[config.mk]
export PLATFORM = sky130hd
export DESIGN_NAME = morse_code_keyer_tx
export DESIGN_NICKNAME = d
export VERILOG_FILES = /design/src/hw/rtl/mck_pkg.sv /design/src/hw/rtl/mck_ram.sv /design/src/hw/rtl/mck_fifo.sv /design/src/hw/rtl/morse_code_keyer_tx.sv
export SDC_FILE = /design/constraint.sdc
export NUM_CORES = 1
export LEC_CHECK = 0
export BUFFER_PORTS_ARGS = -buffer_cell sky130_fd_sc_hd__buf_2
export CORE_MARGIN = 2
export CORE_UTILIZATION = 26
export CTS_CLUSTER_DIAMETER = 60
export DETAILED_ROUTE_END_ITERATION = 10
export PLACE_DENSITY = 0.45
export SETUP_SLACK_MARGIN = 0.02
export SYNTH_ARGS = -nofsm -noshare
export SYNTH_HDL_FRONTEND = slang
export SYNTH_SLANG_ARGS = --single-unit
[constraint.sdc]
create_clock -name clk -period 4.1 [get_ports clk]
set_clock_uncertainty 0.05 [all_clocks]
set_input_delay 0 -clock clk [delete_from_list [all_inputs] [get_ports clk]]
set_output_delay 0 -clock clk [all_outputs]
set_load 0.02 [all_outputs]
[src/hw/rtl/mck_pkg.sv]
`default_nettype none

package mck_pkg;

  localparam int FIFO_DEPTH = 64;
  localparam int PTR_W      = $clog2(FIFO_DEPTH);
  localparam int CNT_W      = $clog2(FIFO_DEPTH + 1);

  localparam int UNIT_W = 12;
  localparam int PER_W  = 15;
  localparam int PAT_W  = 5;
  localparam int LEN_W  = 3;

  localparam logic [1:0] REQ_BYTE = 2'd0;
  localparam logic [1:0] REQ_TICK = 2'd1;
  localparam logic [1:0] REQ_CLR  = 2'd2;

  localparam logic [7:0] CH_LF    = 8'h0A;
  localparam logic [7:0] CH_CR    = 8'h0D;
  localparam logic [7:0] CH_SPACE = 8'h20;
  localparam logic [7:0] CH_HASH  = 8'h23;
  localparam logic [7:0] CH_D0    = 8'h30;
  localparam logic [7:0] CH_D9    = 8'h39;
  localparam logic [7:0] CH_UP_A  = 8'h41;
  localparam logic [7:0] CH_UP_Z  = 8'h5A;
  localparam logic [7:0] CH_LO_A  = 8'h61;
  localparam logic [7:0] CH_LO_Z  = 8'h7A;

  localparam logic [PAT_W-1:0] ALPHA_PAT [26] = '{
    5'h02, 5'h01, 5'h05, 5'h01, 5'h00, 5'h04, 5'h03, 5'h00, 5'h00, 5'h0E, 5'h05, 5'h02,
    5'h03, 5'h01, 5'h07, 5'h06, 5'h0B, 5'h02, 5'h00, 5'h01, 5'h04, 5'h08, 5'h06, 5'h09,
    5'h0D, 5'h03
  };

  localparam logic [LEN_W-1:0] ALPHA_LEN [26] = '{
    3'd2, 3'd4, 3'd4, 3'd3, 3'd1, 3'd4, 3'd3, 3'd4, 3'd2, 3'd4, 3'd3, 3'd4, 3'd2,
    3'd2, 3'd3, 3'd4, 3'd4, 3'd3, 3'd3, 3'd1, 3'd3, 3'd4, 3'd3, 3'd4, 3'd4, 3'd4
  };

  localparam logic [PAT_W-1:0] DIGIT_PAT [10] = '{
    5'h1F, 5'h1E, 5'h1C, 5'h18, 5'h10, 5'h00, 5'h01, 5'h03, 5'h07, 5'h0F
  };

  localparam logic [LEN_W-1:0] DIGIT_LEN = 3'd5;

  typedef enum logic [5:0] {
    PH_SYM     = 6'b000001,
    PH_SYMGAP  = 6'b000010,
    PH_LETGAP  = 6'b000100,
    PH_WORDGAP = 6'b001000,
    PH_FINAL   = 6'b010000,
    PH_DONE    = 6'b100000
  } ph_t;

  typedef struct packed {
    logic push;
    logic pop;
  } fifo_ctl_t;

  typedef struct packed {
    logic empty;
    logic full;
  } fifo_sts_t;

endpackage

`default_nettype wire

[src/hw/rtl/mck_ram.sv]
`default_nettype none

module mck_ram #(
  parameter int WIDTH = 8,
  parameter int DEPTH = 64
) (
  input  wire logic                     clk,
  input  wire logic                     we,
  input  wire logic [$clog2(DEPTH)-1:0] waddr,
  input  wire logic [WIDTH-1:0]         wdata,
  input  wire logic [$clog2(DEPTH)-1:0] raddr,
  output logic      [WIDTH-1:0]         rdata
);

  logic [WIDTH-1:0] mem [DEPTH];

  always_ff @(posedge clk) begin
    if (we) begin
      mem[waddr] <= wdata;
    end
    rdata <= mem[raddr];
  end

endmodule

`default_nettype wire

[src/hw/rtl/mck_fifo.sv]
`default_nettype none

module mck_fifo
  import mck_pkg::*;
(
  input  wire logic      clk,
  input  wire logic      rst_n,
  input  wire fifo_ctl_t ctl,
  input  wire logic [7:0] wr_data,
  output fifo_sts_t      sts,
  output logic [7:0]     head_data
);

  logic [PTR_W-1:0] head_r, head_nxt;
  logic [PTR_W-1:0] tail_r, tail_nxt;
  logic [CNT_W-1:0] cnt_r, cnt_nxt;
  logic             byp_r, byp_nxt;
  logic [7:0]       byp_data_r;
  logic [7:0]       ram_q;

  always_comb begin
    head_nxt = head_r;
    tail_nxt = tail_r;
    cnt_nxt  = cnt_r;
    if (ctl.pop) begin
      head_nxt = (head_r == PTR_W'(FIFO_DEPTH - 1)) ? '0 : head_r + 1'b1;
      cnt_nxt  = cnt_nxt - 1'b1;
    end
    if (ctl.push) begin
      tail_nxt = (tail_r == PTR_W'(FIFO_DEPTH - 1)) ? '0 : tail_r + 1'b1;
      cnt_nxt  = cnt_nxt + 1'b1;
    end
    // same-cycle write to the entry being fetched
    byp_nxt = ctl.push && (tail_r == head_nxt);
  end

  always_ff @(posedge clk) begin
    if (!rst_n) begin
      head_r <= '0;
      tail_r <= '0;
      cnt_r  <= '0;
      byp_r  <= 1'b0;
    end else begin
      head_r <= head_nxt;
      tail_r <= tail_nxt;
      cnt_r  <= cnt_nxt;
      byp_r  <= byp_nxt;
    end
    byp_data_r <= wr_data;
  end

  mck_ram #(
    .WIDTH(8),
    .DEPTH(FIFO_DEPTH)
  ) u_ram (
    .clk  (clk),
    .we   (ctl.push),
    .waddr(tail_r),
    .wdata(wr_data),
    .raddr(head_nxt),
    .rdata(ram_q)
  );

  assign head_data = byp_r ? byp_data_r : ram_q;
  assign sts.empty = (cnt_r == '0);
  assign sts.full  = (cnt_r == CNT_W'(FIFO_DEPTH));

endmodule

`default_nettype wire

[src/hw/rtl/morse_code_keyer_tx.sv]
// Morse keyer, transmit side. Every item (a received byte, a timer tick or a
// switch-flag clear) gives exactly one result that shows the key level, the
// idle state, the switch flag and whether that byte was dropped. One item is
// taken per clock unless the output stalls; an accepted item goes through the
// input register, then the result register, and the state update sits in the
// single logic stage between them. The 64-character queue lives in a RAM
// with a registered read that always prefetches the head entry, so a pop in
// every cycle is possible. No clearing pass is needed after reset.
// cfg_wr_data sets the ticks per Morse unit; zero is timed as one.
`default_nettype none

module morse_code_keyer_tx
  import mck_pkg::*;
(
  input  wire logic        clk,
  input  wire logic        rst_n,
  input  wire logic        cfg_wr_en,
  input  wire logic [11:0] cfg_wr_data,
  input  wire logic        in_valid,
  output logic             in_stall,
  input  wire logic [1:0]  in_req_type,
  input  wire logic [7:0]  in_rx_byte,
  output logic             out_valid,
  input  wire logic        out_stall,
  output logic             out_key_on,
  output logic             out_idle,
  output logic             out_switch_requested,
  output logic             out_byte_dropped
);

  typedef struct packed {
    ph_t              ph;
    logic [PAT_W-1:0] pat;
    logic [LEN_W-1:0] left;
  } kst_t;

  function automatic kst_t load_char(logic [7:0] c, ph_t ph, logic [PAT_W-1:0] pat,
                                     logic [LEN_W-1:0] left);
    kst_t       r;
    logic [4:0] idx;
    logic       first;
    r.ph   = ph;
    r.pat  = pat;
    r.left = left;
    idx    = c[4:0] - 5'd1;
    first  = (ph == PH_WORDGAP) || (ph == PH_DONE);
    if ((c inside {[CH_UP_A:CH_UP_Z]}) || (c inside {[CH_LO_A:CH_LO_Z]})) begin
      r.pat  = ALPHA_PAT[idx];
      r.left = ALPHA_LEN[idx];
      r.ph   = first ? PH_SYM : PH_LETGAP;
    end else if (c inside {[CH_D0:CH_D9]}) begin
      r.pat  = DIGIT_PAT[c[3:0]];
      r.left = DIGIT_LEN;
      r.ph   = first ? PH_SYM : PH_LETGAP;
    end else begin
      if (c != CH_SPACE) begin
        r.left = '0;
      end
      r.ph = PH_WORDGAP;
    end
    return r;
  endfunction

  logic [UNIT_W-1:0] unit_r;
  ph_t               ph_r, ph_nxt;
  logic [PAT_W-1:0]  pat_r, pat_nxt;
  logic [LEN_W-1:0]  left_r, left_nxt;
  logic [PER_W-1:0]  per_r, per_nxt;
  logic              run_r, run_nxt;
  logic              key_r, key_nxt;
  logic              sw_r, sw_nxt;
  logic              drop_nxt;

  logic              s1_vld_r;
  logic [1:0]        s1_req_r;
  logic [7:0]        s1_byte_r;
  logic              s1_go, fire;

  logic              out_vld_r;
  logic              out_key_r, out_idle_r, out_sw_r, out_drop_r;

  fifo_ctl_t         fctl;
  fifo_sts_t         fsts;
  logic [7:0]        head_data;

  logic [UNIT_W-1:0] u;
  logic [PER_W-1:0]  u1, u3, u7;
  kst_t              ks;
  logic [PAT_W-1:0]  pat_sh;
  logic [LEN_W-1:0]  left_dec;

  assign s1_go    = !out_vld_r || !out_stall;
  assign fire     = s1_vld_r && s1_go;
  assign in_stall = s1_vld_r && !s1_go;

  assign u        = (unit_r == '0) ? UNIT_W'(1) : unit_r;
  assign u1       = PER_W'(u);
  assign u3       = {u1[PER_W-2:0], 1'b0} + u1;
  assign u7       = {u1[PER_W-4:0], 3'b000} - u1;
  assign pat_sh   = pat_r >> 1;
  assign left_dec = left_r - 1'b1;

  always_comb begin
    ph_nxt   = ph_r;
    pat_nxt  = pat_r;
    left_nxt = left_r;
    per_nxt  = per_r;
    run_nxt  = run_r;
    key_nxt  = key_r;
    sw_nxt   = sw_r;
    drop_nxt = 1'b0;
    fctl     = '0;
    ks       = load_char(head_data, ph_r, pat_r, left_r);
    if (fire) begin
      case (s1_req_r)
        REQ_BYTE: begin
          if (s1_byte_r == CH_LF || s1_byte_r == CH_CR) begin
            if (!fsts.empty && ph_r == PH_DONE) begin
              fctl.pop = 1'b1;
              ph_nxt   = ks.ph;
              pat_nxt  = ks.pat;
              left_nxt = ks.left;
              per_nxt  = PER_W'(1);
              run_nxt  = 1'b1;
            end
          end else if (s1_byte_r == CH_HASH) begin
            sw_nxt = 1'b1;
          end else if (fsts.full) begin
            drop_nxt = 1'b1;
          end else begin
            fctl.push = 1'b1;
          end
        end
        REQ_TICK: begin
          if (run_r) begin
            if (per_r <= PER_W'(1)) begin
              run_nxt = 1'b1;
              key_nxt = 1'b0;
              case (ph_r)
                PH_SYM: begin
                  per_nxt  = pat_r[0] ? u3 : u1;
                  pat_nxt  = pat_sh;
                  left_nxt = left_dec;
                  key_nxt  = 1'b1;
                  if (left_dec == '0 && fsts.empty) begin
                    ph_nxt = PH_FINAL;
                  end else if (left_dec == '0) begin
                    ks       = load_char(head_data, ph_r, pat_sh, left_dec);
                    fctl.pop = 1'b1;
                    ph_nxt   = ks.ph;
                    pat_nxt  = ks.pat;
                    left_nxt = ks.left;
                  end else begin
                    ph_nxt = PH_SYMGAP;
                  end
                end
                PH_SYMGAP: begin
                  per_nxt = u1;
                  ph_nxt  = PH_SYM;
                end
                PH_LETGAP: begin
                  per_nxt = u3;
                  ph_nxt  = PH_SYM;
                end
                PH_WORDGAP: begin
                  per_nxt = u7;
                  if (!fsts.empty) begin
                    fctl.pop = 1'b1;
                    ph_nxt   = ks.ph;
                    pat_nxt  = ks.pat;
                    left_nxt = ks.left;
                  end else begin
                    ph_nxt = PH_DONE;
                  end
                end
                PH_FINAL: begin
                  per_nxt = u1;
                  ph_nxt  = PH_DONE;
                end
                default: begin
                  per_nxt = '0;
                  run_nxt = 1'b0;
                end
              endcase
            end else begin
              per_nxt = per_r - 1'b1;
            end
          end
        end
        REQ_CLR: begin
          sw_nxt = 1'b0;
        end
        default: begin
        end
      endcase
    end
  end

  mck_fifo u_fifo (
    .clk      (clk),
    .rst_n    (rst_n),
    .ctl      (fctl),
    .wr_data  (s1_byte_r),
    .sts      (fsts),
    .head_data(head_data)
  );

  always_ff @(posedge clk) begin
    if (!rst_n) begin
      unit_r    <= UNIT_W'(25);
      ph_r      <= PH_DONE;
      pat_r     <= '0;
      left_r    <= '0;
      per_r     <= '0;
      run_r     <= 1'b0;
      key_r     <= 1'b0;
      sw_r      <= 1'b0;
      s1_vld_r  <= 1'b0;
      out_vld_r <= 1'b0;
    end else begin
      if (cfg_wr_en) begin
        unit_r <= cfg_wr_data;
      end
      ph_r     <= ph_nxt;
      pat_r    <= pat_nxt;
      left_r   <= left_nxt;
      per_r    <= per_nxt;
      run_r    <= run_nxt;
      key_r    <= key_nxt;
      sw_r     <= sw_nxt;
      if (!in_stall) begin
        s1_vld_r <= in_valid;
      end
      if (s1_go) begin
        out_vld_r <= s1_vld_r;
      end
    end
    if (in_valid && !in_stall) begin
      s1_req_r  <= in_req_type;
      s1_byte_r <= in_rx_byte;
    end
    if (fire) begin
      out_key_r  <= key_nxt;
      out_idle_r <= (ph_nxt == PH_DONE);
      out_sw_r   <= sw_nxt;
      out_drop_r <= drop_nxt;
    end
  end

  assign out_valid            = out_vld_r;
  assign out_key_on           = out_key_r;
  assign out_idle             = out_idle_r;
  assign out_switch_requested = out_sw_r;
  assign out_byte_dropped     = out_drop_r;

endmodule

`default_nettype wire

==> results of run 1 <==
-- metal layers --
layer	GRT usage, %	wire [µm]	vias to the layer above
li1	-	-	9386
met1	20.2	37800	10100
met2	25.7	40000	480
met3	2.16	3540	130
met4	4.04	1840	4
met5	0	23	-
-- through the flow --
| stage | instances | util (%) | hold WS [ps] | worst slack [ps] |
|---|---|---|---|---|
| floorplan | 2435 | - | 48.9 | 192 |
| global route | 4078 | 31.7 | 18.4 | 19.6 |
| finish | 4078 | 31.7 | 39.3 | 184 |
| global placement | 3896 | 29.0 | 128 | 109 |
| CTS | 4077 | 31.7 | 1.08 | 134 |
| detailed placement | 3896 | 29.0 | 131 | 140 |
-- cells by family after synthesis --
family,after synthesis,synth area share (%)
AO/OA/AOI/OAI,354,8.81
XOR/XNOR,47,1.49
adder cells (fa/ha/maj),46,2.11
buffers and inverters,182,2.93
flip-flops,608,63.0
multiplexers,92,3.42
AND/OR/NAND/NOR,1106,18.3
-- area by class of cell --
| cell class | count | share of cell area [%] |
|---|---|---|
| Clock buffer | 87 | 5.74 |
| Clock inverter | 42 | 1.16 |
| Inverter | 42 | 0.471 |
| Multi-Input combinational cell | 1645 | 28.5 |
| Sequential cell | 608 | 52.1 |
| Tap cell | 1391 | 5.20 |
| Timing Repair Buffer | 263 | 6.82 |
-- synthesized netlist by cell type (all sizes together), types with 28 or more instances --
library cell,number
edfxtp,526
nand2,452
nand3,275
nor2,193
a21oi,86
dfxtp,82
mux2i,71
o21ai,71
buf,70
clkbuf,70
ha,45
inv,39
nor3,39
nand4,37
xnor2,28
-- placed cells by master (no fill, tap or decap), types with 10 or more instances in the layout --
cell,n
o31ai_1,13
mux2i_1,70
clkbuf_16,75
clkinv_1,16
nor2_1,189
mux2_2,21
o21bai_1,17
inv_1,39
xor2_1,19
a31oi_1,23
nor2b_1,17
nand2b_1,10
clkbuf_1,12
ha_1,44
buf_2,32
clkinv_2,11
a211oi_1,10
edfxtp_1,526
dfxtp_1,82
a21oi_1,84
buf_12,19
and3_1,10
nand4_1,37
a32oi_1,24
o211ai_1,12
nand2_1,450
buf_4,159
o21ai_0,68
xnor2_1,27
nand3_1,275
nor3_1,37
dlygate4sd3_1,52
-- repair_timing --
action,CTS,global route
hold buffers,52,0
endpoints found under the hold margin,45,0
endpoints found under the setup margin,0,9
buffers inserted,0,1
gates resized for setup,0,9
-- worst paths after layout --
| path | from | end | slack, ps | cells after the start |
|---|---|---|---|---|
| setup / recovery | u_fifo.head_r[1] | u_fifo.u_ram.rdata[3] | 180 | 13 |
| hold / removal | in_req_type[1] | s1_req_r[1] | 40 | 2 |
| setup reg to reg | u_fifo.head_r[1] | u_fifo.u_ram.rdata[3] | 180 | 13 |
| hold reg to reg | pat_r[4] | pat_r[4] | 420 | 2 |
-- registers in the layout, summed over array words and instances (netlist names), 2 cells and up --
register	cells
u_fifo.cnt_r	7
s1_byte_r	8
ph_r	6
u_fifo.u_ram.rdata	8
u_fifo.head_r	6
pat_r	5
left_r	3
u_fifo.tail_r	6
unit_r	12
per_r	15
s1_req_r	2
u_fifo.u_ram.mem	512
u_fifo.byp_data_r	8
-- critical path, delay by kind of cell, from the launching register on --
kind / cells / cell delay, ps
adder cells (fa/ha/maj): 1 / 220
flip-flops: 1 / 380
AO/OA/AOI/OAI: 3 / 1080
AND/OR/NAND/NOR: 5 / 990
multiplexers: 2 / 640
buffers and inverters: 2 / 450
-- power by group --
group | switching [µW] | total [µW] | internal, µW
Clock | 2670 | 6250 | 3580
Sequential | 58.0 | 6830 | 6770
Combinational | 1380 | 2140 | 762
Total | 4110 | 15200 | 11100
==> flow_metrics.tcl, run 1 <==
set metrics [dict create \
    fillCellCount 10700 \
    finalSetupViolCount 0 \
    ys.flop_type "edfxtp_1" \
    cts_made_buffers 74 \
    rsz0062_at_grt "no" \
    crit_path_max_fanout 17 \
    die_y_um 330 \
    port_buffers 32 \
    n_antenna_cell 0 \
    rows 119 \
    drc 2 \
    fin_crit_sh_pct 95.5 \
    synth_area_leader_cell "edfxtp_1" \
    synth_top_area_share_pct 57.1 \
    finalMaxSlewViolations 0 \
    synthCells 2435 \
    syn_area_um2 27700 \
    multi_input_comb_area_um2 9530 \
    cp_cell_sequence "ha_1, and4_1, a2111oi_1, nand3_1, mux2i_2, nor2_4, buf_4, mux2_2, o221a_2, a32oi_1, nand4_1, buf_4, and4_1" \
    synth_area_leaders "edfxtp_1, nand2_1, dfxtp_1, nand3_1, nor2_1" \
    drive_gt1_share_pct 14.1 \
    synth.distinct_cells 93 \
    fin_nets 2707 \
    start_util_pct 26.3 \
    fin_crit_ps 3920 \
    grt_max_degree 67 \
    peakVddDrop_mv 0.276 \
    drt-vias-per-instance 4.93 \
    htreeDepth 3 \
    grt_pass1_vias 20300 \
    hpwl_um 53500 \
    cts_tree "done" \
    wire_per_inst_um 20.4 \
    power.total_uw 15200 \
    vias 20100 \
    placed_area_um2 30600 \
    initialDrtViolationCount 1634 \
    worstSkewPairLatency_ps 640 \
    violations "design-rule violations" \
    gr-usage-all-layers_pct 15.1 \
    areaGrowthSynthToFinish_pct 20.9 \
    maxCapViolations 0 \
    status "complete, but fails checks" \
    gp_congestion 0.823 \
    clock_path_buffers 3 \
    async_reset_ff_share_pct 0 \
    start_kind "flop" \
    clkTransAtPathRegs_ps 60 \
    seq_area_um2 17400 \
    synth_edf_count 526 \
    wirelength_um 83200 \
    dieArea_um2 109000 \
    grt_first_pass_wirelength_um 126000 \
    critical_path_arrival_ps 4400 \
    critPathKind "reg2reg" \
    setup_tns_ps 0 \
    worst_pin_slew_ps 980 \
    clkSinkCount 608 \
    synth-seq-cells 608 \
    drtPass1Iterations 11 \
    cp_data_required_time_ps 4590 \
    p_leak_uw 0.0116 \
    cts_root_buf "clkbuf_16" \
    grt-ovfl-total 0 \
    ys_warn_count 0 \
    ios 33 \
    coreArea_um2 105000 \
    max_freq_mhz 255 \
    die_w_um 330 \
    synth_nets 2508 \
    ant_nets 0 \
    hold_viol_final 0 \
    cpPeakStageDelay_ps 660 \
    end_kind "flop" \
    antenna_found_initial 3 \
    power_density_nw_per_um2 455 \
    relSlewSlack_pct 34.7 \
    cp_slowest_cell "a2111oi_1" \
    postLayoutCellArea_um2 33500 \
    min_path_type "in2reg" \
    postSynthAreaPerCell_um2 11.4 \
    ys_seq_area_share_pct 63.0 \
]
(Power assumes the default switching activity.)
==> run 2, diff against run 1 <==
CORE_ASPECT_RATIO = 1.2   (was default)
PLACE_DENSITY = 0.44   (was 0.45)
clock period = 3.8 ns   (was 4.1 ns; I/O delays follow)
==> run 2 against run 1 <==
Effect of this change:
- the run now ends clean
- first-iteration DRC count fell by 13%
- hold slack improved by 34 ps
- critical path type unchanged
- power rose by 12%
- largest power group unchanged
==> flow_metrics.tcl, run 2 (synthesis gave the netlist of run 1 again) <==
set metrics [dict create \
    gp_congestion 0.862 \
    clock_path_buffers 3 \
    vias 20400 \
    die_w_um 302 \
    min_to "s1_req_r[0]" \
    fin_crit_ps 3740 \
    final_cell_mix "edfxtp_1, nand2_1, nand3_1" \
    wire_per_inst_um 21.4 \
    p_leak_uw 0.0123 \
    rsz0062_at_grt "yes" \
    coreArea_um2 106000 \
    fin_hold_ws_ps 73.1 \
    reg2reg_slack_ps 60 \
    largest-register "u_fifo.u_ram.mem" \
    power.share.clock_pct 41.4 \
    ios 33 \
    die_y_um 361 \
    gr-usage-all-layers_pct 16.1 \
    drtPass1Iterations 5 \
    worstSkewPairLatency_ps 640 \
    max_freq_mhz 267 \
    fin_nets 2791 \
    finalMaxSlewViolations 0 \
    dp.cells 3974 \
    switching_share_pct 27.3 \
    finalSetupViolCount 0 \
    final_common_cell "edfxtp_1" \
    critPathKind "reg2reg" \
    grt_first_pass_wirelength_um 133000 \
    cts_root_buf "clkbuf_16" \
    rr_worst_depth 14 \
    reg2reg_to "u_fifo.u_ram.rdata[7]" \
    initialDrtViolationCount 1426 \
    largest_register_ffs 512 \
    status "complete, no violations" \
    grt_max_degree 67 \
    drt-vias-per-instance 4.88 \
    dieArea_um2 109000 \
    whs_path_depth 2 \
    port_buffers 32 \
    cts_tree "done" \
    crit_path_max_fanout 11 \
    end_kind "flop" \
    maxCapViolations 0 \
    drive_gt1_share_pct 19.4 \
    cts_made_buffers 75 \
    grt_pass1_vias 20400 \
    reg2reg_from "s1_req_r[1]" \
    start_util_pct 26.1 \
    htreeDepth 3 \
    intPower_uw 12400 \
    rows 131 \
    clkSinkCount 608 \
    fin_cells 4176 \
    critical_path_arrival_ps 4230 \
    relSlewSlack_pct 27.8 \
    min_path_type "in2reg" \
    peakVddDrop_mv 0.328 \
    power_switching_uw 4660 \
    hpwl_um 59000 \
    wirelength_um 89400 \
    power_density_nw_per_um2 488 \
    fin_crit_sh_pct 98.5 \
    areaGrowthSynthToFinish_pct 26.0 \
    start_kind "flop" \
    hold_start "in_req_type[0]" \
    clkTransAtPathRegs_ps 60 \
    pwr-share-seq_pct 43.2 \
    detailedPlace.worstSlack_ps -298 \
    drc 0 \
    reg_top3 "u_fifo.u_ram.mem (512), per_r (15), unit_r (12)" \
    worst_pin_slew_ps 1080 \
    cp_data_required_time_ps 4290 \
    ant_nets 0 \
    hold_viol_final 0 \
    grt-ovfl-total 0 \
    power_frac_comb_pct 15.3 \
    antenna_found_initial 0 \
    setup_ws_ps 56.1 \
]
[run 2: cell types whose count changed in the layout (fill, tap and decap cells not counted), sizes merged]
| cell | change |
|---|---|
| buf | +83 |
| bufbuf | +2 |
| bufinv | +1 |
| clkbuf | +4 |
| clkinvlp | -3 |
| diode | +1 |
| dlygate4sd3 | -4 |
| inv | +9 |
[run 2: through the flow]
step / utilization (%) / area [µm²] / setup TNS (ps) / total power, µW
3_3_place_gp: 29.7 / 31400 / -1270 / 9940
5_1_grt: 32.9 / 34900 / -76.1 / 17700
3_5_place_dp: 29.7 / 31400 / -1440 / 9940
6_report: 32.9 / 34900 / 0 / 17000
2_1_floorplan: - / 27800 / -4480 / 8940
4_1_cts: 32.6 / 34500 / -70.6 / 17100
[run 2: power by group through the flow]
stage / Sequential, µW / Combinational [µW] / Clock [µW]
2_1_floorplan: 7510 / 1430 / 0
3_3_place_gp: 7510 / 2430 / 0
3_5_place_dp: 7510 / 2440 / 0
4_1_cts: 7360 / 2540 / 7240
5_1_grt: 7360 / 2830 / 7510
6_report: 7360 / 2610 / 7060
[run 2: what timing repair did]
item,in CTS,in global routing
hold buffers,48,0
endpoints found under the setup margin,9,24
gates resized for setup,18,57
pin swaps,17,22
cloned,2,2
setup buffers,6,5
hold endpoints to repair,46,0
[run 2: worst max path at each step]
stage,to,cells after the start,start,slack [ps]
CTS,u_fifo.u_ram.rdata[7],12,u_fifo.cnt_r[1],-30
global placement,u_fifo.u_ram.rdata[7],13,s1_req_r[1],-260
floorplan,u_fifo.u_ram.rdata[6],12,s1_byte_r[1],-60
global route,per_r[10],17,unit_r[5],-40
detailed placement,u_fifo.u_ram.rdata[7],13,s1_req_r[1],-300
finish,u_fifo.u_ram.rdata[7],14,s1_req_r[1],60
[run 2: layout make-up]
class	instances	area (µm²)
antenna	1	2.50
clock buffer	89	2000
clock inverter	49	425
fill	10700	71000
inverter	42	158
multi-input combinational	1645	9830
sequential	608	17400
tap	1396	1750
timing repair buffer	346	3270
[run 2: worst max-delay path: stages, from the launching register on]
cell and delay (ps):
edfxtp_1 480, nor4b_4 290, o211ai_1 130, buf_4 170
o22a_1 230, a221o_1 390, nor2_4 150, buf_12 170
buf_8 140, buf_12 150, mux2i_2 240, mux2i_2 150
a32oi_4 240, nand4_1 330, and4_1 300
[run 2: routing by layer]
layer	global-route usage [%]	routed length, µm	vias up
met1	19.6	37200	10200
met2	28.6	45700	487
met3	2.25	3680	136
met5	0	0	-
li1	-	-	9581
met4	6.13	2840	0
